<file path="src/rtl/core/ddet_pkg.sv">
// ----------------------------------------------------------------------------
// ddet_pkg
// Types, constants and scaling functions shared by the deauth flood detector.
// ----------------------------------------------------------------------------
package ddet_pkg;

   // history ring
   localparam int HISTORY_DEPTH = 24;
   localparam int SLOT_W        = $clog2(HISTORY_DEPTH);

   // csr map
   localparam int CSR_ADDR_W = 5;
   localparam int CSR_DATA_W = 32;

   typedef enum logic [2:0] {
      REG_WINDOW_MS        = 3'd0,
      REG_BURST_THRESHOLD  = 3'd1,
      REG_ATTACK_THRESHOLD = 3'd2,
      REG_CONFIRM_WINDOWS  = 3'd3,
      REG_STREAK_CAP       = 3'd4,
      REG_QUIET_MS         = 3'd5
   } reg_index_type;

   localparam logic [15:0] RST_WINDOW_MS        = 16'd1000;
   localparam logic [15:0] RST_BURST_THRESHOLD  = 16'd8;
   localparam logic [15:0] RST_ATTACK_THRESHOLD = 16'd25;
   localparam logic [2:0]  RST_CONFIRM_WINDOWS  = 3'd2;
   localparam logic [2:0]  RST_STREAK_CAP       = 3'd5;
   localparam logic [15:0] RST_QUIET_MS         = 16'd3000;

   typedef enum logic [1:0] {
      CMD_FRAME   = 2'd0,
      CMD_POLL    = 2'd1,
      CMD_RESTART = 2'd2
   } cmd_type;

   // frame control subtype nibbles
   localparam logic [3:0] SUB_DISASSOC = 4'hA;
   localparam logic [3:0] SUB_DEAUTH   = 4'hC;

   // scaling constants
   localparam logic [7:0]  P_CLAMP      = 8'd250;
   localparam logic [6:0]  ACT_MAX      = 7'd100;
   localparam logic [6:0]  METER_SPAN   = 7'd110;
   localparam logic [6:0]  METER_BASE   = 7'd8;
   localparam logic [3:0]  HEIGHT_MAX   = 4'd8;
   // x/249 = (x*METER_RECIP)>>METER_SHIFT for x <= 27390
   localparam logic [16:0] METER_RECIP  = 17'd67379;
   localparam int          METER_SHIFT  = 24;
   // x/250 = (x*HEIGHT_RECIP)>>HEIGHT_SHIFT for x <= 1992
   localparam logic [12:0] HEIGHT_RECIP = 13'd4195;
   localparam int          HEIGHT_SHIFT = 20;

   typedef struct packed {
      logic [15:0] window_ms;
      logic [15:0] burst_threshold;
      logic [15:0] attack_threshold;
      logic [2:0]  confirm_windows;
      logic [2:0]  streak_cap;
      logic [15:0] quiet_ms;
   } cfg_type;

   typedef struct packed {
      cmd_type     cmd;
      logic [31:0] timestamp_ms;
      logic        frame_is_mgmt;
      logic [7:0]  frame_control;
   } item_type;

   typedef struct packed {
      logic [31:0] window_packets;
      logic [31:0] window_suspicious;
      logic [31:0] total_packets;
      logic [31:0] total_suspicious;
      logic        attack_alert;
      logic [2:0]  burst_streak;
      logic [6:0]  meter_width;
      logic [3:0]  history_height;
      logic [4:0]  history_slot;
      logic [6:0]  activity_level;
      logic [3:0]  last_alarm_subtype;
   } result_type;

   // 0 when idle, else (min(p,250)-1)*110/249+8
   function automatic logic [6:0] meter_calc(input logic [31:0] p);
      logic [7:0]  c;
      logic [14:0] x;
      logic [31:0] prod;
      logic [6:0]  q;
      c    = (p > 32'(P_CLAMP)) ? P_CLAMP : p[7:0];
      x    = 15'(c - 8'd1) * 15'(METER_SPAN);
      prod = 32'(x) * 32'(METER_RECIP);
      q    = prod[METER_SHIFT +: 7];
      return (p == 32'd0) ? 7'd0 : (q + METER_BASE);
   endfunction

   // min(p*8/250, 8)
   function automatic logic [3:0] height_calc(input logic [31:0] p);
      logic [10:0] p8;
      logic [23:0] prod;
      p8   = {p[7:0], 3'b000};
      prod = 24'(p8) * 24'(HEIGHT_RECIP);
      return (p >= 32'(P_CLAMP)) ? HEIGHT_MAX : prod[HEIGHT_SHIFT +: 4];
   endfunction

   function automatic logic [6:0] activity_calc(input logic [31:0] p);
      return (p > 32'(ACT_MAX)) ? ACT_MAX : p[6:0];
   endfunction

endpackage

</file>
<file path="src/rtl/core/ddet_in_stage.sv">
// ----------------------------------------------------------------------------
// ddet_in_stage
// Input register; holds one word until the update logic takes it.
// ----------------------------------------------------------------------------
module ddet_in_stage
   import ddet_pkg::*;
(
   input  logic        clock,
   input  logic        reset,
   input  logic        req_valid,
   output logic        req_stall,
   input  logic [1:0]  req_cmd,
   input  logic [31:0] req_timestamp_ms,
   input  logic        req_frame_is_mgmt,
   input  logic [7:0]  req_frame_control,
   input  logic        advance,
   output logic        item_valid,
   output item_type    item
);

   logic     valid_ff, valid_in;
   item_type item_ff;
   logic     accept;

   assign req_stall = valid_ff & ~advance;
   assign accept    = req_valid & ~req_stall;
   assign valid_in  = accept | (valid_ff & ~advance);

   always_ff @(posedge clock) begin
      if (reset) begin
         valid_ff <= 1'b0;
      end else begin
         valid_ff <= valid_in;
      end
   end

   always_ff @(posedge clock) begin
      if (accept) begin
         item_ff.cmd           <= cmd_type'(req_cmd);
         item_ff.timestamp_ms  <= req_timestamp_ms;
         item_ff.frame_is_mgmt <= req_frame_is_mgmt;
         item_ff.frame_control <= req_frame_control;
      end
   end

   assign item_valid = valid_ff;
   assign item       = item_ff;

endmodule

</file>
<file path="src/rtl/core/ddet_csr.sv">
// ----------------------------------------------------------------------------
// ddet_csr
// Configuration registers behind an APB-style port.
// ----------------------------------------------------------------------------
module ddet_csr
   import ddet_pkg::*;
(
   input  logic                  clock,
   input  logic                  reset,
   input  logic                  csr_psel,
   input  logic                  csr_penable,
   input  logic                  csr_pwrite,
   input  logic [CSR_ADDR_W-1:0] csr_paddr,
   input  logic [CSR_DATA_W-1:0] csr_pwdata,
   output logic [CSR_DATA_W-1:0] csr_prdata,
   output logic                  csr_pready,
   output cfg_type               cfg
);

   cfg_type       cfg_ff;
   logic          wr_en;
   reg_index_type idx;

   assign csr_pready = 1'b1;
   assign wr_en      = csr_psel & csr_penable & csr_pwrite;
   assign idx        = reg_index_type'(csr_paddr[CSR_ADDR_W-1:2]);

   always_ff @(posedge clock) begin
      if (reset) begin
         cfg_ff.window_ms        <= RST_WINDOW_MS;
         cfg_ff.burst_threshold  <= RST_BURST_THRESHOLD;
         cfg_ff.attack_threshold <= RST_ATTACK_THRESHOLD;
         cfg_ff.confirm_windows  <= RST_CONFIRM_WINDOWS;
         cfg_ff.streak_cap       <= RST_STREAK_CAP;
         cfg_ff.quiet_ms         <= RST_QUIET_MS;
      end else if (wr_en) begin
         case (idx)
            REG_WINDOW_MS:        cfg_ff.window_ms        <= csr_pwdata[15:0];
            REG_BURST_THRESHOLD:  cfg_ff.burst_threshold  <= csr_pwdata[15:0];
            REG_ATTACK_THRESHOLD: cfg_ff.attack_threshold <= csr_pwdata[15:0];
            REG_CONFIRM_WINDOWS:  cfg_ff.confirm_windows  <= csr_pwdata[2:0];
            REG_STREAK_CAP:       cfg_ff.streak_cap       <= csr_pwdata[2:0];
            REG_QUIET_MS:         cfg_ff.quiet_ms         <= csr_pwdata[15:0];
            default: ;
         endcase
      end
   end

   always_comb begin
      case (idx)
         REG_WINDOW_MS:        csr_prdata = 32'(cfg_ff.window_ms);
         REG_BURST_THRESHOLD:  csr_prdata = 32'(cfg_ff.burst_threshold);
         REG_ATTACK_THRESHOLD: csr_prdata = 32'(cfg_ff.attack_threshold);
         REG_CONFIRM_WINDOWS:  csr_prdata = 32'(cfg_ff.confirm_windows);
         REG_STREAK_CAP:       csr_prdata = 32'(cfg_ff.streak_cap);
         REG_QUIET_MS:         csr_prdata = 32'(cfg_ff.quiet_ms);
         default:              csr_prdata = '0;
      endcase
   end

   assign cfg = cfg_ff;

endmodule

</file>
<file path="src/rtl/core/ddet_core.sv">
// ----------------------------------------------------------------------------
// ddet_core
// Monitor state and its update logic for frame, poll and restart.
// ----------------------------------------------------------------------------
module ddet_core
   import ddet_pkg::*;
(
   input  logic       clock,
   input  logic       reset,
   input  cfg_type    cfg,
   input  logic       item_valid,
   input  item_type   item,
   input  logic       out_free,
   output logic       advance,
   output logic       fire,
   output result_type result
);

   logic [31:0]       win_frames_ff, win_frames_in;
   logic [31:0]       win_suspect_ff, win_suspect_in;
   logic [31:0]       all_frames_ff, all_frames_in;
   logic [31:0]       all_suspect_ff, all_suspect_in;
   logic [31:0]       window_start_ff, window_start_in;
   logic [31:0]       last_suspect_time_ff, last_suspect_time_in;
   logic [2:0]        streak_ff, streak_in;
   logic              alarm_ff, alarm_in;
   logic [SLOT_W-1:0] slot_index_ff, slot_index_in;
   logic [3:0]        suspect_kind_ff, suspect_kind_in;

   logic [31:0]       elapsed, quiet_elapsed;
   logic              closes, take;
   logic [3:0]        sub;
   logic              is_suspect;
   logic [2:0]        streak_step;
   logic              alarm_set, alarm_clr;
   logic [SLOT_W+4:0] slot_wide;

   assign elapsed       = item.timestamp_ms - window_start_ff;
   assign quiet_elapsed = item.timestamp_ms - last_suspect_time_ff;
   assign closes  = item_valid && (item.cmd == CMD_POLL) && (elapsed > 32'(cfg.window_ms));
   assign advance = ~closes | out_free;
   assign take    = item_valid & advance;
   assign fire    = take & closes;

   assign sub        = item.frame_control[7:4];
   assign is_suspect = (sub == SUB_DISASSOC) || (sub == SUB_DEAUTH);

   // streak after the burst test
   always_comb begin
      streak_step = streak_ff;
      if (win_suspect_ff >= 32'(cfg.burst_threshold)) begin
         if (streak_ff < cfg.streak_cap) streak_step = streak_ff + 3'd1;
      end else if (streak_ff != 3'd0) begin
         streak_step = streak_ff - 3'd1;
      end
   end

   assign alarm_set = (win_suspect_ff >= 32'(cfg.attack_threshold)) ||
                      (streak_step >= cfg.confirm_windows);
   assign alarm_clr = ~alarm_set && (win_suspect_ff == 32'd0) &&
                      (quiet_elapsed > 32'(cfg.quiet_ms));

   always_comb begin
      win_frames_in        = win_frames_ff;
      win_suspect_in       = win_suspect_ff;
      all_frames_in        = all_frames_ff;
      all_suspect_in       = all_suspect_ff;
      window_start_in      = window_start_ff;
      last_suspect_time_in = last_suspect_time_ff;
      streak_in            = streak_ff;
      alarm_in             = alarm_ff;
      slot_index_in        = slot_index_ff;
      suspect_kind_in      = suspect_kind_ff;
      if (take) begin
         case (item.cmd)
            CMD_FRAME: begin
               if (item.frame_is_mgmt) begin
                  win_frames_in = win_frames_ff + 32'd1;
                  all_frames_in = all_frames_ff + 32'd1;
                  if (is_suspect) begin
                     win_suspect_in       = win_suspect_ff + 32'd1;
                     all_suspect_in       = all_suspect_ff + 32'd1;
                     last_suspect_time_in = item.timestamp_ms;
                     suspect_kind_in      = sub;
                  end
               end
            end
            CMD_POLL: begin
               if (closes) begin
                  streak_in       = alarm_clr ? 3'd0 : streak_step;
                  alarm_in        = alarm_set ? 1'b1 : (alarm_clr ? 1'b0 : alarm_ff);
                  win_frames_in   = '0;
                  win_suspect_in  = '0;
                  window_start_in = item.timestamp_ms;
                  slot_index_in   = (slot_index_ff == SLOT_W'(HISTORY_DEPTH - 1)) ?
                                    '0 : slot_index_ff + SLOT_W'(1);
               end
            end
            CMD_RESTART: begin
               win_frames_in        = '0;
               win_suspect_in       = '0;
               all_frames_in        = '0;
               all_suspect_in       = '0;
               window_start_in      = item.timestamp_ms;
               last_suspect_time_in = '0;
               streak_in            = '0;
               alarm_in             = 1'b0;
               slot_index_in        = '0;
               suspect_kind_in      = '0;
            end
            default: ;
         endcase
      end
   end

   always_ff @(posedge clock) begin
      if (reset) begin
         win_frames_ff        <= '0;
         win_suspect_ff       <= '0;
         all_frames_ff        <= '0;
         all_suspect_ff       <= '0;
         window_start_ff      <= '0;
         last_suspect_time_ff <= '0;
         streak_ff            <= '0;
         alarm_ff             <= 1'b0;
         slot_index_ff        <= '0;
         suspect_kind_ff      <= '0;
      end else begin
         win_frames_ff        <= win_frames_in;
         win_suspect_ff       <= win_suspect_in;
         all_frames_ff        <= all_frames_in;
         all_suspect_ff       <= all_suspect_in;
         window_start_ff      <= window_start_in;
         last_suspect_time_ff <= last_suspect_time_in;
         streak_ff            <= streak_in;
         alarm_ff             <= alarm_in;
         slot_index_ff        <= slot_index_in;
         suspect_kind_ff      <= suspect_kind_in;
      end
   end

   // history slot carries the low five bits of the ring index
   assign slot_wide = (SLOT_W + 5)'(slot_index_ff);

   always_comb begin
      result.window_packets     = win_frames_ff;
      result.window_suspicious  = win_suspect_ff;
      result.total_packets      = all_frames_ff;
      result.total_suspicious   = all_suspect_ff;
      result.attack_alert       = alarm_in;
      result.burst_streak       = streak_in;
      result.meter_width        = meter_calc(win_frames_ff);
      result.history_height     = height_calc(win_frames_ff);
      result.history_slot       = slot_wide[4:0];
      result.activity_level     = activity_calc(win_frames_ff);
      result.last_alarm_subtype = suspect_kind_ff;
   end

endmodule

</file>
<file path="src/rtl/core/ddet_out_stage.sv">
// ----------------------------------------------------------------------------
// ddet_out_stage
// Result register; holds a word while the consumer stalls.
// ----------------------------------------------------------------------------
module ddet_out_stage
   import ddet_pkg::*;
(
   input  logic       clock,
   input  logic       reset,
   input  logic       fire,
   input  result_type result,
   output logic       out_free,
   output logic       rsp_valid,
   input  logic       rsp_stall,
   output result_type rsp_word
);

   logic       valid_ff, valid_in;
   result_type word_ff;

   assign out_free = ~valid_ff | ~rsp_stall;
   assign valid_in = fire | (valid_ff & rsp_stall);

   always_ff @(posedge clock) begin
      if (reset) begin
         valid_ff <= 1'b0;
      end else begin
         valid_ff <= valid_in;
      end
   end

   always_ff @(posedge clock) begin
      if (fire) begin
         word_ff <= result;
      end
   end

   assign rsp_valid = valid_ff;
   assign rsp_word  = word_ff;

endmodule

</file>
<file path="src/rtl/core/deauth_flood_detector.sv">
// ----------------------------------------------------------------------------
// deauth_flood_detector
// Counts management frames and disassoc/deauth frames per time window and
// raises an alarm on a flood of them.
// ----------------------------------------------------------------------------
// Usage: one word per clock while req_stall is low. A word is registered at
// the input; from there the whole update (counters, window close, streak,
// alarm, scaled display values) runs, and a closing poll writes its result
// to the result register that drives rsp_. Frames, restarts and polls that
// leave the window open produce no result word. req_stall only rises while
// a closing poll sits in the input register and the result register is full
// and stalled. Configuration must be written only while the block is idle;
// the block does not enforce it. All registers read back at their own width.
// ----------------------------------------------------------------------------
module deauth_flood_detector
   import ddet_pkg::*;
(
   input  logic                  clock,
   input  logic                  reset,
   // input words
   input  logic                  req_valid,
   output logic                  req_stall,
   input  logic [1:0]            req_cmd,
   input  logic [31:0]           req_timestamp_ms,
   input  logic                  req_frame_is_mgmt,
   input  logic [7:0]            req_frame_control,
   // result words
   output logic                  rsp_valid,
   input  logic                  rsp_stall,
   output logic [31:0]           rsp_window_packets,
   output logic [31:0]           rsp_window_suspicious,
   output logic [31:0]           rsp_total_packets,
   output logic [31:0]           rsp_total_suspicious,
   output logic                  rsp_attack_alert,
   output logic [2:0]            rsp_burst_streak,
   output logic [6:0]            rsp_meter_width,
   output logic [3:0]            rsp_history_height,
   output logic [4:0]            rsp_history_slot,
   output logic [6:0]            rsp_activity_level,
   output logic [3:0]            rsp_last_alarm_subtype,
   // config
   input  logic                  csr_psel,
   input  logic                  csr_penable,
   input  logic                  csr_pwrite,
   input  logic [CSR_ADDR_W-1:0] csr_paddr,
   input  logic [CSR_DATA_W-1:0] csr_pwdata,
   output logic [CSR_DATA_W-1:0] csr_prdata,
   output logic                  csr_pready
);

   cfg_type    cfg;
   item_type   item;
   result_type result, rsp_word;
   logic       item_valid, advance, fire, out_free;

   ddet_csr u_csr (
      .clock       (clock),
      .reset       (reset),
      .csr_psel    (csr_psel),
      .csr_penable (csr_penable),
      .csr_pwrite  (csr_pwrite),
      .csr_paddr   (csr_paddr),
      .csr_pwdata  (csr_pwdata),
      .csr_prdata  (csr_prdata),
      .csr_pready  (csr_pready),
      .cfg         (cfg)
   );

   // input register
   ddet_in_stage u_in (
      .clock             (clock),
      .reset             (reset),
      .req_valid         (req_valid),
      .req_stall         (req_stall),
      .req_cmd           (req_cmd),
      .req_timestamp_ms  (req_timestamp_ms),
      .req_frame_is_mgmt (req_frame_is_mgmt),
      .req_frame_control (req_frame_control),
      .advance           (advance),
      .item_valid        (item_valid),
      .item              (item)
   );

   // state update; holds a closing poll only when the result slot is busy
   ddet_core u_core (
      .clock      (clock),
      .reset      (reset),
      .cfg        (cfg),
      .item_valid (item_valid),
      .item       (item),
      .out_free   (out_free),
      .advance    (advance),
      .fire       (fire),
      .result     (result)
   );

   // result register
   ddet_out_stage u_out (
      .clock     (clock),
      .reset     (reset),
      .fire      (fire),
      .result    (result),
      .out_free  (out_free),
      .rsp_valid (rsp_valid),
      .rsp_stall (rsp_stall),
      .rsp_word  (rsp_word)
   );

   assign rsp_window_packets     = rsp_word.window_packets;
   assign rsp_window_suspicious  = rsp_word.window_suspicious;
   assign rsp_total_packets      = rsp_word.total_packets;
   assign rsp_total_suspicious   = rsp_word.total_suspicious;
   assign rsp_attack_alert       = rsp_word.attack_alert;
   assign rsp_burst_streak       = rsp_word.burst_streak;
   assign rsp_meter_width        = rsp_word.meter_width;
   assign rsp_history_height     = rsp_word.history_height;
   assign rsp_history_slot       = rsp_word.history_slot;
   assign rsp_activity_level     = rsp_word.activity_level;
   assign rsp_last_alarm_subtype = rsp_word.last_alarm_subtype;

endmodule

</file>
<file path="config.mk">
export PLATFORM = sky130hd
export DESIGN_NAME = deauth_flood_detector
export DESIGN_NICKNAME = d
export VERILOG_FILES = /design/src/rtl/core/ddet_pkg.sv /design/src/rtl/core/ddet_in_stage.sv /design/src/rtl/core/ddet_csr.sv /design/src/rtl/core/ddet_core.sv /design/src/rtl/core/ddet_out_stage.sv /design/src/rtl/core/deauth_flood_detector.sv
export SDC_FILE = /design/constraint.sdc
export NUM_CORES = 1
export LEC_CHECK = 0
export BUFFER_PORTS_ARGS = -buffer_cell sky130_fd_sc_hd__buf_4
export CAP_MARGIN = 20
export CELL_PAD_IN_SITES_DETAIL_PLACEMENT = 2
export CELL_PAD_IN_SITES_GLOBAL_PLACEMENT = 2
export CORE_MARGIN = 4
export CORE_UTILIZATION = 30
export CTS_CLUSTER_SIZE = 12
export DETAILED_ROUTE_END_ITERATION = 6
export PLACE_DENSITY_LB_ADDON = 0.1
export SLEW_MARGIN = 0
export SYNTH_ARGS = -nofsm -noshare
export SYNTH_HDL_FRONTEND = slang
export SYNTH_SLANG_ARGS = --single-unit
export TNS_END_PERCENT = 10
</file>
<file path="constraint.sdc">
create_clock -name clock -period 16.1 [get_ports clock]
set_input_delay 1.61 -clock clock [delete_from_list [all_inputs] [get_ports clock]]
set_output_delay 1.61 -clock clock [all_outputs]
set_load 0.01 [all_outputs]
</file>
# ---- Word-level counts from Yosys, hierarchy flattened
# Cells that the tools add are included.
dict set report totals {
  input_bits 87
  latchBits 0
  mem_bits_ro 0
  mem_count 0
  wordCells 147
  out_inout_bits 194
  ff_bits 479
  ramBits 0
}
dict set report op_classes {
  n_eq_ne 13
  bitwise 17
  order_cmp 9
  addsub 11
  n_div 0
  shifts 0
  muxes 36
  n_reduce_logical 25
  multipliers 3
}
# cell n
set op_table {}
lappend op_table {{32-bit 2-to-1 mux} 10}
lappend op_table {{32-bit one-hot mux with 2 select lines} 4}
lappend op_table {{32-bit one-hot mux with 3 select lines} 2}
lappend op_table {{32-bit by 1-bit adder with 32-bit output (second input constant)} 4}
lappend op_table {{16-bit one-hot mux with 6 select lines} 1}
lappend op_table {{32-bit by 16-bit greater-or-equal comparator with 1-bit output} 2}
lappend op_table {{32-bit by 16-bit greater-than comparator with 1-bit output} 2}
lappend op_table {{32-bit logical NOT} 2}
lappend op_table {{32-bit subtractor} 2}
lappend op_table {{32-bit by 8-bit greater-or-equal comparator with 1-bit output (second input constant)} 1}
lappend op_table {{32-bit by 7-bit greater-than comparator with 1-bit output (second input constant)} 1}
lappend op_table {{32-bit by 8-bit greater-than comparator with 1-bit output (second input constant)} 1}
lappend op_table {{14-bit by 17-bit multiplier with 30-bit output (second input constant)} 1}
lappend op_table {{8-bit by 13-bit multiplier with 21-bit output (second input constant)} 1}
lappend op_table {{3-bit 2-to-1 mux} 6}
lappend op_table {{15-bit by 6-bit multiplier with 14-bit output (second input constant)} 1}
lappend op_table {{2-bit AND reduction} 6}
lappend op_table {{5-bit 2-to-1 mux} 2}
lappend op_table {{5-bit one-hot mux with 2 select lines} 1}
lappend op_table {{8-bit by 1-bit subtractor with 9-bit output (second input constant)} 1}
lappend op_table {{4-bit == test (second input constant)} 2}
lappend op_table {{4-bit 2-to-1 mux} 2}
lappend op_table {{8-bit 2-to-1 mux} 1}
lappend op_table {{4-bit one-hot mux with 2 select lines} 1}
lappend op_table {{29 further kinds} 57}

# ---- Logic depth before layout (Yosys ltp)
# Gate-level depths: netlist of the first run.
dict set report depth {
  word_depth 13
  mapped_depth 56
  depth_no_buf 55
}

# ---- Hierarchy
# A second synthesis of the first run with hierarchy kept.
dict set report hier_totals {
  cells_unflattened 3170
  area_unflattened_um2 30266.5
}
# module instances seq_area_each_um2 cells_per_inst area_each_um2
set by_module_without_submodules {}
lappend by_module_without_submodules {ddet_core 1 4103.9 2589 20707.4}
lappend by_module_without_submodules {ddet_out_stage 1 4794.6 163 4807.1}
lappend by_module_without_submodules {ddet_csr 1 1401.3 371 3410.8}
lappend by_module_without_submodules {ddet_in_stage 1 1311.3 47 1341.3}

# ---- Worst setup path before layout of the first run
# Ideal clock, no wire load.
dict set report synth_path {
  path_type {register -> register}
  start {register u_core.win_frames_ff[2]}
  end {register u_out.word_ff, in the netlist u_out.rsp_word[25] (data pin)}
  setup_ns 0.267
  required_ns 15.833
  path_buffers 1
  slack_ns 3.623
  arrival_ns 12.210
  period_less_slack_ns 12.477
  path_stages_with_launch 50
  path_cell_list {dfxtp_1 -> inv_1 -> ha_1 -> nor2b_1 -> a211oi_1 -> nor3_1 -> clkbuf_1 -> nand2_1 -> ha_1 -> inv_1 -> nor3_1 -> nand2_1 -> nor4_1 -> inv_1 -> fa_1 -> inv_1 -> fa_1 -> inv_1 -> [... 14 more ...] -> fa_1 -> fa_1 -> fa_1 -> inv_1 -> ha_1 -> ha_1 -> nand4_1 -> or2_2 -> nor3_1 -> o21ai_0 -> a311oi_1 -> a21oi_1 -> xnor2_1 -> ha_1 -> xor2_1 -> xnor2_1 -> xnor2_1 -> nor2_1}
}
dict set report synth_between {
  elab_chain_cells 6
  elab_cells_between_ends 7
  cone_classes {add/sub (2); mul (2); order compare (1); mux (1); reduce/logical (1)}
}
# item line
set synth_rtl {}
lappend synth_rtl {{from (decl)} ddet_core.sv:19} ;# logic [31:0] win_frames_ff, win_frames_in;
lappend synth_rtl {{from (signal assigned)} ddet_core.sv:129} ;# win_frames_ff <= win_frames_in;
lappend synth_rtl {{32-bit by 8-bit greater-than comparator with 1-bit output} ddet_pkg.sv:90} ;# c = (p > 32'(P_CLAMP)) ? P_CLAMP : p[7:0];
lappend synth_rtl {{8-bit 2-to-1 mux} ddet_pkg.sv:90}
lappend synth_rtl {{8-bit by 1-bit subtractor with 9-bit output} ddet_pkg.sv:91} ;# x = 15'(c - 8'd1) * 15'(METER_SPAN);
lappend synth_rtl {{15-bit by 6-bit multiplier with 14-bit output} ddet_pkg.sv:91}
lappend synth_rtl {{14-bit by 17-bit multiplier with 30-bit output} ddet_pkg.sv:92} ;# prod = 32'(x) * 32'(METER_RECIP);
lappend synth_rtl {{7-bit by 4-bit adder with 7-bit output} ddet_pkg.sv:94} ;# return (p == 32'd0) ? 7'd0 : (q + METER_BASE);
lappend synth_rtl {{to (signal assigned)} ddet_out_stage.sv:34} ;# word_ff <= result;
lappend synth_rtl {{to (decl)} ddet_out_stage.sv:19} ;# result_type word_ff;
# Parallel ways exist; a longest one is shown, timed or not.
# A chain may end at the register's enable or synchronous reset.

# ---- Final worst setup path of the first run
# Same ends and word-level chain as after synthesis.

==> impl_metrics.ini, run 1 <==
[worst_setup_path]
critPathMaxFanout = 12
r2r-end = u_out.rsp_word[25]$_SDFFCE_PN0P_
crit_top_cell = inv_1
r2r_cells = 50
critPathLaunch = u_core.win_frames_ff[2]$_SDFFE_PP0P_
cp-end-kind = register
cp_slowest_cell = dfxtp_1
crit_required_ps = 16490
crit_type = reg -> reg
r2r_slack_ps = 2640
cp-start-kind = register
crit_arrival_ps = 13840
crit-reg2reg-launch = u_core.win_frames_ff[2]$_SDFFE_PP0P_
slowest_delay_ps = 660

[global_route]
grt_pass1_wl_mm = 153
grt_use_total = 0.186
overflow = 0
grt_pass1_vias = 26100
antenna_found_initial = 6
grt_max_degree = 75

[clock_network]
tritoncts = done
h-tree-depth = 2
clock_path_buffers = 3
cts_resized = 0
clkTransAtPathRegs_ps = 60
clk_latency_ps = 680
holdBufCountCts = 0
root_buffer = clkbuf_16
post-cts-setup-buffers = 0
cts_buffers = 59
clock_sinks = 475

[cells_and_area]
drive_gt1_frac = 0.121
nFillCells = 10600
syn2layout_area_growth_pct = 17.6
nNetsFinal = 3866

[placed_design]
dpl.hpwl_mm = 76.0
portBuffers = 241
gp_congestion = 0.844

[die]
placementRows = 114
fp.dieW_um = 322
die_h_um = 322
die_area_sq_um = 104000
io-pin-count = 281
initial_core_util = 0.304
core_area_sq_um = 97300

[hold_path]
min_to = u_out.rsp_word[0]$_DFFE_PP_
min_from = u_core.suspect_kind_ff[0]$_SDFFE_PP0P_
hp-class = reg -> reg
whs_path_depth = 0

[synth]
ys_seq_elements = 475
synth.yosys.seq_area_share = 0.389
synth_cells = 3166
yosys.cell_count.top_type = inv_1
synth_edf_count = 198
synth_cell_types = 84
synth.top_cell.area_share = 0.201
netlist_area_sq_um = 29600
async_flop_share = 0
yosys_most_used_dff = dfxtp_1
synth_area_leaders = edfxtp_1 (20%), dfxtp_1 (19%), ha_1 (14%), fa_1 (5.1%), inv_1 (4.1%)
synth.avg_cell_area_sq_um = 9.34
yosys-top-cells-count = inv_1 (326), ha_1 (325), nand2_1 (294)
yosysWarnings = 0
yosysTopAreaCell = edfxtp_1

[run_status]
status = finished clean

[route]
wl_per_cell_um = 20.8
drt-total-wl_mm = 97.7
post-route-drc-count = 0
via_per_inst = 5.05
dr.pass1.iters = 5
detailedRoute.firstIterationViolations = 1002
num_vias = 23800
postRouteAntennaNets = 0

[flow_run]
max-cap-violations = 0

[timing]
post-route-min-period_ps = 13460
finClkSkew_ps = 50.2
setup_violations = 0
hold_viol = 0
rsz0062_at_grt = no
timing.fmax_mhz = 74.3
worstMarginPinSlew_ps = 991
fin_crit_sh = 0.836
tns_ps = 0
drv_slew = 0
relSlewSlack = 0.333
[metrics by stage]
| stage | instance area (sq um) | instances | hold slack (ps) | utilization | setup slack (ps) |
|---|---|---|---|---|---|
| 2_1_floorplan | 29600 | 3181 | 400 | - | 3620 |
| 3_3_place_gp | 32700 | 4592 | 425 | 0.336 | 2920 |
| 3_5_place_dp | 32700 | 4592 | 428 | 0.336 | 2470 |
| 4_1_cts | 34700 | 4704 | 444 | 0.357 | 2410 |
| 5_1_grt | 34700 | 4706 | 459 | 0.357 | 1510 |
| 6_report | 34800 | 4708 | 446 | 0.357 | 2640 |
[worst max-delay path, delay by kind of cell (launching register included)]
kind | cells | cell delay, ps
AO/OA/AOI/OAI | 8 | 2050
XOR/XNOR | 5 | 1250
adder cells (fa/ha/maj) | 14 | 5570
buffers and inverters | 12 | 1400
flip-flops | 1 | 660
AND/OR/NAND/NOR | 11 | 2210
[cells in the final DEF, fill, tap and decap left out, drive strengths merged, types with 10 or more instances in the layout]
cell type | synthesis | final
a21boi | 11 | 11
xor2 | 120 | 120
nand2 | 294 | 294
nor3 | 46 | 46
a21o | 42 | 42
or2 | 13 | 13
buf | 49 | 268
and2 | 28 | 28
and4 | 15 | 15
nand4 | 95 | 95
conb | 2 | 17
ha | 325 | 325
and3 | 56 | 56
nand3 | 111 | 111
a21oi | 231 | 231
inv | 326 | 327
a31oi | 12 | 12
nor4 | 24 | 24
o211ai | 35 | 35
clkinv | 1 | 24
o21a | 11 | 11
nor2b | 19 | 19
fa | 76 | 76
clkbuf | 83 | 77
dfxtp | 277 | 277
nand2b | 19 | 19
xnor2 | 65 | 65
or3 | 15 | 15
o21ai | 96 | 96
edfxtp | 198 | 198
mux2i | 62 | 62
a211oi | 16 | 16
nor2 | 275 | 275
nor3b | 10 | 10
[routing by layer]
layer	vias to the layer above	wire, um	share of wire	GRT usage
met4	2	1590	0.016	0.0389
li1	11400	-	-	-
met1	12000	46600	0.48	0.252
met5	-	13	0.00013	0
met3	89	3060	0.031	0.0232
met2	291	46500	0.48	0.319
[sequential cells by signal, indices dropped and copies added (netlist names)]
signal,cells
u_core.alarm_ff,1
u_out.rsp_valid,1
u_core.win_frames_ff,32
u_core.suspect_kind_ff,4
u_core.all_suspect_ff,32
u_core.window_start_ff,32
u_core.win_suspect_ff,32
u_csr.cfg,70
u_core.all_frames_ff,32
u_in.item_valid,1
u_out.rsp_word,159
u_core.slot_index_ff,5
u_core.streak_ff,3
u_in.item,39
u_core.last_suspect_time_ff,32
[how the worst max path moves through the flow]
| stage | cells past startpoint | end |
|---|---|---|
| global placement | 50 | u_out.rsp_word[25]$_SDFFCE_PN0P_ |
| CTS | 50 | u_out.rsp_word[25]$_SDFFCE_PN0P_ |
| global route | 50 | u_out.rsp_word[25]$_SDFFCE_PN0P_ |
| detailed placement | 50 | u_out.rsp_word[25]$_SDFFCE_PN0P_ |
| floorplan | 49 | u_out.rsp_word[25]$_SDFFCE_PN0P_ |
| finish | 50 | u_out.rsp_word[25]$_SDFFCE_PN0P_ |
[layout make-up]
cell class / count / area, sq um / share of cell area
clock buffers: 77 / 1610 / 0.0464
diodes: 3 / 7.51 / 0.000216
well taps: 1276 / 1600 / 0.0459
flip-flops and latches: 475 / 11500 / 0.331
clock inverters: 35 / 390 / 0.0112
repair buffers: 268 / 2030 / 0.0585
multi-input cells: 2247 / 16400 / 0.472
inverters: 327 / 1230 / 0.0353
[logic make-up (layout without fill, tap and decap cells)]
| family | after synthesis | in the layout | synth area share |
|---|---|---|---|
| mux | 70 | 70 | 0.0248 |
| xor+xnor | 185 | 185 | 0.0548 |
| other cells | 2 | 20 | 0.000254 |
| compound gates | 539 | 539 | 0.113 |
| fa+ha+maj | 401 | 401 | 0.189 |
| simple gates | 1035 | 1035 | 0.168 |
| flops | 475 | 475 | 0.389 |
| buf+inv | 459 | 707 | 0.0613 |
Power of run 1 is left out: the tool's default activity adds up to more than one toggle a clock period on the data nets, which glitch-free logic cannot reach.
==> inputs of run 2 (changes only) <==
==> constraint.sdc (replaced) <==
create_clock -name clock -period 10.8 [get_ports clock]
set_input_delay 1.08 -clock clock [delete_from_list [all_inputs] [get_ports clock]]
set_output_delay 1.08 -clock clock [all_outputs]
set_load 0.01 [all_outputs]
==> run 2 against run 1 <==
  * The run now ends with negative setup slack left
  * Die area is the same
  * Maximum frequency grew 24%
  * Clock skew shrank 12 ps
  * Hold slack lost 11 ps
  * Core utilization grew 1.8 points
  * Worst setup slack lost 2700 ps
  * Final cell count grew 2.8%
==> impl_metrics.ini, run 2 (synthesis gave the netlist of run 1 again) <==
[timing]
hold_viol = 0
post-route-min-period_ps = 10870
drv_slew = 0
tns_ps = -89.7
rsz0062_at_grt = yes
fin_crit_sh = 1.01
timing.fmax_mhz = 92.0
fin_ws_ps = -72.5
relSlewSlack = 0.285
finClkSkew_ps = 38.0
setup_violations = 2
worstMarginPinSlew_ps = 1070

[worst_setup_path]
r2r-end = u_out.rsp_word[25]$_SDFFCE_PN0P_
crit_top_cell = inv_2
crit_required_ps = 11200
r2r_slack_ps = -70
slowest_delay_ps = 550
cp-end-kind = register
critPathMaxFanout = 3
cp_slowest_cell = fa_1
crit_arrival_ps = 11270
r2r_cells = 53
crit-reg2reg-launch = u_core.win_frames_ff[8]$_SDFFE_PP0P_
crit_type = reg -> reg
cp-start-kind = register

[hold_path]
min_from = u_core.suspect_kind_ff[3]$_SDFFE_PP0P_
min_to = u_out.rsp_word[3]$_DFFE_PP_
whs_path_depth = 0
hp-class = reg -> reg

[die]
die_area_sq_um = 104000
die_h_um = 322
core_area_sq_um = 97300
fp.dieW_um = 322
io-pin-count = 281
placementRows = 114
initial_core_util = 0.304

[global_route]
grt_max_degree = 88
grt_pass1_wl_mm = 159
antenna_found_initial = 4
met2_usage = 0.343
overflow = 0
grt_use_total = 0.195
use_met1 = 0.255
grt-busiest-layer = met2
grt_pass1_vias = 27000
met3_usage = 0.0239

[clock_network]
clkTransAtPathRegs_ps = 60
tritoncts = done
h-tree-depth = 2
clock_sinks = 475
cts_buffers = 58
clock_path_buffers = 3
clk_latency_ps = 680
root_buffer = clkbuf_16

[cells_and_area]
final_cell_mix = buf_4 (397), inv_1 (311), ha_1 (304), nand2_1 (290)
final_cell_area_sq_um = 36500
multiInputGateArea_sq_um = 17000
diodes = 0
largest_reg_flops = 159
regArea_sq_um = 11500
nFillCells = 10600
syn2layout_area_growth_pct = 23.5
drive_gt1_frac = 0.182
nNetsFinal = 4004
finalCoreUtilization = 0.375
final_common_cell = buf_4

[route]
num_vias = 24400
dr.pass1.iters = 5
post-route-drc-count = 0
drt-total-wl_mm = 103
via_per_inst = 5.05
detailedRoute.firstIterationViolations = 1168
wl_per_cell_um = 21.3
postRouteAntennaNets = 0

[flow_run]
max-cap-violations = 0

[run_status]
status = finished, violations left
violations = negative setup slack

[placed_design]
dpl.hpwl_mm = 79.0
portBuffers = 241
place_area_sq_um = 33900
place_ws_ps = -734
gp_congestion = 0.853
[run 2: worst max path at each step]
stage | startpoint | end | slack [ps] | cells after the start
6_report | u_core.win_frames_ff[8]$_SDFFE_PP0P_ | u_out.rsp_word[25]$_SDFFCE_PN0P_ | -70 | 53
5_1_grt | u_core.win_frames_ff[8]$_SDFFE_PP0P_ | u_out.rsp_word[25]$_SDFFCE_PN0P_ | -570 | 52
4_1_cts | u_core.win_frames_ff[11]$_SDFFE_PP0P_ | u_out.rsp_word[25]$_SDFFCE_PN0P_ | -180 | 50
3_5_place_dp | u_core.win_frames_ff[9]$_SDFFE_PP0P_ | u_out.rsp_word[25]$_SDFFCE_PN0P_ | -730 | 50
3_3_place_gp | u_core.win_frames_ff[8]$_SDFFE_PP0P_ | u_out.rsp_word[25]$_SDFFCE_PN0P_ | -520 | 50
2_1_floorplan | u_core.win_frames_ff[6]$_SDFFE_PP0P_ | u_out.rsp_word[25]$_SDFFCE_PN0P_ | 10 | 49
[run 2: critical path, delay by kind of cell, from the launching register on]
family,cells,cell delay (ps)
buf+inv,15,1300
fa+ha+maj,13,4910
flops,1,330
compound gates,9,1440
xor+xnor,4,630
simple gates,12,1940
[run 2: per-stage QoR]
step	hold WS, ps	std cells
2_1_floorplan	400	3181
3_3_place_gp	413	4713
3_5_place_dp	425	4715
4_1_cts	429	4833
5_1_grt	438	4841
6_report	435	4841
[run 2: final cells by class]
| cell class | count | area share |
|---|---|---|
| flip-flops and latches | 475 | 0.315 |
| well taps | 1276 | 0.0438 |
| multi-input cells | 2247 | 0.467 |
| clock buffers | 78 | 0.0438 |
| repair buffers | 407 | 0.0865 |
| clock inverters | 31 | 0.0105 |
| inverters | 327 | 0.0337 |
[run 2: what timing repair did]
item | CTS | global route
hold buffers | 0 | 0
setup endpoints to repair | 6 | 7
hold endpoints to repair | 0 | 0
cloned | 0 | 0
setup buffers | 10 | 6
resized for setup | 51 | 47
pin swaps | 46 | 55
[run 2: routing by layer]
layer | wire [um] | part of all wire
met4 | 2260 | 0.022
met5 | 0 | 0
met3 | 2910 | 0.028
met2 | 50600 | 0.49
met1 | 47200 | 0.46
Power of run 2 is left out for the same reason.
